===== src/rtl/assert_macros.svh =====
// Assertion macros for the RTL that carries checks.
`ifndef ASSERT_MACROS_SVH
`define ASSERT_MACROS_SVH

// Check a full property on clk_i, off while rst_ni is low.
`define TAC_ASSERT(lbl, prop) \
  lbl: assert property (@(posedge clk_i) disable iff (!rst_ni) prop) \
    else $error("tac: assertion failed");

// Check a same-cycle implication on clk_i, off while rst_ni is low.
`define TAC_ASSERT_IMP(lbl, ante, cons) \
  lbl: assert property (@(posedge clk_i) disable iff (!rst_ni) (ante) |-> (cons)) \
    else $error("tac: implication failed");

`endif


===== src/rtl/tac_mul.sv =====
// Pipelined unsigned multiplier: one 32-bit digit of b per stage pair, 32x32 lanes.
`default_nettype none

module tac_mul #(
  parameter int WA = 32,
  parameter int WB = 32,
  parameter int WS = 1
) (
  input  logic             clk_i,
  input  logic             rst_ni,
  input  logic             valid_i,
  input  logic [WA-1:0]    a_i,
  input  logic [WB-1:0]    b_i,
  input  logic [WS-1:0]    side_i,
  output logic             valid_o,
  output logic [WA+WB-1:0] p_o,
  output logic [WS-1:0]    side_o
);

  localparam int NA = (WA + 31) / 32;
  localparam int NB = (WB + 31) / 32;
  localparam int NE = (NA + 1) / 2;
  localparam int LW = NE * 64;
  localparam int BW = NB * 32;
  localparam int PW = LW + BW;

  logic [NB:0]   vin;
  logic [LW-1:0] ain [NB+1];
  logic [BW-1:0] bin [NB+1];
  logic [WS-1:0] sdn [NB+1];
  logic [PW-1:0] acc [NB+1];

  assign vin[0] = valid_i;
  assign ain[0] = LW'(a_i);
  assign bin[0] = BW'(b_i);
  assign sdn[0] = side_i;
  assign acc[0] = '0;

  for (genvar k = 0; k < NB; k++) begin : g_digit
    logic [LW-1:0] e_d, o_d, e_q, o_q;
    logic          vm_q, vs_q;
    logic [LW-1:0] am_q, as_q;
    logic [BW-1:0] bm_q, bs_q;
    logic [WS-1:0] sm_q, ss_q;
    logic [PW-1:0] accm_q, accs_q;

    // Form even and odd lane products of a with digit k
    always_comb begin
      e_d = '0;
      o_d = '0;
      for (int j = 0; j < NE; j++) begin
        e_d[64*j +: 64] = {32'b0, ain[k][64*j +: 32]} * {32'b0, bin[k][32*k +: 32]};
        o_d[64*j +: 64] = {32'b0, ain[k][64*j+32 +: 32]} * {32'b0, bin[k][32*k +: 32]};
      end
    end

    // Advance valid bits
    always_ff @(posedge clk_i or negedge rst_ni) begin
      if (!rst_ni) begin
        vm_q <= 1'b0;
        vs_q <= 1'b0;
      end else begin
        vm_q <= vin[k];
        vs_q <= vm_q;
      end
    end

    // Register lane products, then fold them into the accumulator
    always_ff @(posedge clk_i) begin
      e_q    <= e_d;
      o_q    <= o_d;
      am_q   <= ain[k];
      bm_q   <= bin[k];
      sm_q   <= sdn[k];
      accm_q <= acc[k];
      accs_q <= accm_q + ((PW'(e_q) + (PW'(o_q) << 32)) << (32 * k));
      as_q   <= am_q;
      bs_q   <= bm_q;
      ss_q   <= sm_q;
    end

    assign vin[k+1] = vs_q;
    assign ain[k+1] = as_q;
    assign bin[k+1] = bs_q;
    assign sdn[k+1] = ss_q;
    assign acc[k+1] = accs_q;
  end

  assign valid_o = vin[NB];
  assign p_o     = acc[NB][WA+WB-1:0];
  assign side_o  = sdn[NB];

endmodule

`default_nettype wire

===== config.mk =====
export PLATFORM = sky130hd
export DESIGN_NAME = tac_mul
export DESIGN_NICKNAME = d
export VERILOG_FILES = /design/src/rtl/assert_macros.svh /design/src/rtl/tac_mul.sv
export SDC_FILE = /design/constraint.sdc
export NUM_CORES = 2
export LEC_CHECK = 0
export ABC_AREA = 1
export BUFFER_PORTS_ARGS = -buffer_cell sky130_fd_sc_hd__clkbuf_2
export CAP_MARGIN = 40
export CORE_MARGIN = 2
export CORE_UTILIZATION = 45
export CTS_CLUSTER_SIZE = 16
export DETAILED_ROUTE_END_ITERATION = 10
export PLACE_DENSITY = 0.72
export SETUP_SLACK_MARGIN = 0.02
export SYNTH_ARGS = -nofsm -noshare
export SYNTH_HDL_FRONTEND = slang
export SYNTH_SLANG_ARGS = --single-unit

===== constraint.sdc =====
create_clock -name clk_i -period 1.4 [get_ports clk_i]
set_clock_uncertainty 0.05 [all_clocks]
set_input_delay 0.21 -clock clk_i [delete_from_list [all_inputs] [get_ports clk_i]]
set_output_delay 0.21 -clock clk_i [all_outputs]
set_load 0.05 [all_outputs]

==> results.cfg <==
[min_path]
hp-class = input port to async pin

[routing]
drcViolationCount = 0
drt-initial-drc-count = 2518
ant_nets = 0
drtPass1Iterations = 5
wl_mm = 122
vias_per_cell = 4.91
routed-via-count = 33000
wl_per_cell_um = 18.2

[floorplan]
start_util_pct = 45.5
fp-row-count = 107
die-area_mm2 = 0.0886
top_level_ports = 134
die_height_um = 298
core_mm2 = 0.0853
die-width_um = 298

[grt]
grt_max_degree = 23
grt.overflow.total = 0
antenna_found_initial = 3
grt_usage_pct = 27.3
grt_pass1_wl_mm = 190
grt_pass1_vias = 35600

[job]
cap_violations = 0

[place]
port-buffer-count = 133
place_inst = 6566
gp_congestion = 0.935
dp_hpwl_mm = 94.8

[timing]
fmax_mhz = 165
fin_crit_sh_pct = 433
slew-limit-headroom_pct = 75.0
setup_viol = 62
rsz0062_at_grt = yes
finalHoldViolCount = 0
worst_pin_slew_ns = 0.373
slew_violations = 0
final.min_clock_period_ns = 6.06
fin_ws_ns = -4.66

[cts]
clock_latency_ns = 0.43
clockBufferDepth = 2
path_clk_slew_ns = 0.06
cts_buffers = 17
htreeDepth = 4
cts-root-buf = clkbuf_16
numClockSinks = 132
cts_tree = yes

[yosys]
synth_cell_types = 24
synth_top_area_share_pct = 46.2
synth_compound_area_share_pct = 0.835
synthesis.area_mm2 = 0.0388
ys_top_cells_by_area = fa_1 (46%), inv_1 (17%), nand2_1 (15%)
synthCells = 5088
muxShareOfSynthArea_pct = 0
synth_simple_gate_area_share_pct = 18.2
syn_nets = 6315
yosysWarnings = 0
synth_largest_area_cell = fa_1
syn_avg_cell_area_um2 = 7.63
synth_top_family_by_area = adder cells
seq_area_frac_synth_pct = 6.83
synth_xor_area_share_pct = 0.812
synthAdderAreaFrac_pct = 54.7
synth-seq-cells = 132

[finish]
fin_nets = 6798
final_common_cell = inv_1
area_growth_pct = 30.2
fill_cells = 6969
mostFrequentLayoutCells = inv_1 (1548), nand2_1 (1290), fa_1 (793), buf_4 (315), nand2_2 (196)
seq_area_mm2 = 0.00265
drive_gt1_share_pct = 26.9
fin_cells = 6729
multiInputGateArea_mm2 = 0.0323

[critical_path]
crit_fanout = 8
critical_path_arrival_ns = 6.34
critPathCaptureType = flop
worstSetupPathType = input port to flop
start_kind = input port
critPathRequiredTime_ns = 1.68

[outcome]
outcome = finished with violations
failed_checks = negative setup slack
[cells by family after synthesis]
group                    Yosys count
flip-flops                       132
buffers and inverters           1926
AND/OR/NAND/NOR                 1777
AO/OA/AOI/OAI                     58
XOR/XNOR                          36
adder cells (fa/ha/maj)         1159
[critical path, cell delays in order]
cell and delay [ns]:
buf_8 0.10, buf_12 0.14, buf_12 0.15, nand2_2 0.06, inv_1 0.05, fa_1 0.50, fa_1 0.54, fa_1 0.57
inv_2 0.05, fa_1 0.49, inv_1 0.05, fa_1 0.45, fa_2 0.57, fa_1 0.46, fa_1 0.55, ha_4 0.33
nand2_4 0.07, buf_6 0.12, nor2_4 0.18, inv_2 0.09, nor3_2 0.19, nand2_1 0.11, nand2_4 0.12, nand2_2 0.06
nand3_1 0.06, nand2_1 0.05
[state kept, by name, summed over array words and instances (netlist names)]
| register | cells |
|---|---|
| g_digit.vm_q | 1 |
| side_o | 1 |
| g_digit.sm_q | 1 |
| g_digit.accs_q | 64 |
| g_digit.e_q | 64 |
| valid_o | 1 |
[synth_stat cells]
library cell,n
inv_1,1719
nand2_1,1558
fa_1,896
ha_1,263
clkbuf_1,192
dfxtp_1,130
nor2_1,72
nand3_1,54
a21oi_1,44
xor2_1,32
nor2_2,23
nand2_2,19
nand4_1,16
inv_2,14
o21bai_1,11
nand3_2,10
nor3_1,10
nor3_2,8
nor2_4,7
xnor2_1,4
dfrtp_1,2
o21ai_0,2
clkinv_1,1
o21bai_2,1
[per-layer routing]
layer	wire [um]	track usage, %	part of all wire [%]
met3	9430	3.85	7.7
met1	44700	32.9	37
met4	6860	11.6	5.6
met2	61300	48.8	50
met5	19	0	0.016
[cell type report]
type / count / area share [%]
multi-input combinational: 3030 / 63.9
timing repair buffer: 656 / 14.0
inverter: 1734 / 12.9
sequential: 132 / 5.25
tap: 1144 / 2.83
clock buffer: 17 / 0.842
clock inverter: 15 / 0.312
antenna: 1 / 0.00495
[metrics by stage]
step | setup TNS, ns | cell area [um^2] | setup slack [ns] | hold WS [ns] | util [%]
after global routing | -267.09 | 50500 | -4.84 | 0.0443 | 59.3
after floorplan | -237.56 | 40800 | -4.33 | -0.136 | -
after detailed placement | -291.35 | 45000 | -5.26 | -0.0522 | 52.8
after CTS | -251.79 | 48400 | -4.60 | 0.0192 | 56.7
after global placement | -288.75 | 45000 | -5.21 | -0.0560 | 52.8
final | -258.74 | 50500 | -4.66 | 0.0474 | 59.3
[final timing paths]
kind,startpoint,endpoint,slack [ns],depth (start not counted)
max reg2reg,g_digit[0].e_q[56]$_DFF_P_,g_digit[0].accs_q[56]$_DFF_P_,0.86,0
min in group clk_i,g_digit[0].e_q[41]$_DFF_P_,g_digit[0].accs_q[41]$_DFF_P_,0.27,0
max,a_i[16],g_digit[0].e_q[46]$_DFF_P_,-4.66,26
min,rst_ni,g_digit[0].vm_q$_DFF_PN0_,0.05,2
max in group asynchronous,rst_ni,valid_o$_DFF_PN0_,1.16,2
min reg2reg,g_digit[0].e_q[41]$_DFF_P_,g_digit[0].accs_q[41]$_DFF_P_,0.27,0
[repair_timing]
| item | 4_1_cts | 5_1_grt |
|---|---|---|
| endpoints found under the hold margin | 4 | 0 |
| hold buffers | 3 | 0 |
| setup buffers | 50 | 64 |
| cloned | 14 | 8 |
| pin swaps | 238 | 331 |
| endpoints found under the setup margin | 62 | 65 |
| gates resized for setup | 485 | 487 |
Power is not shown: default switching activity piles up to over one toggle a cycle in this logic, so the estimate is an artifact.
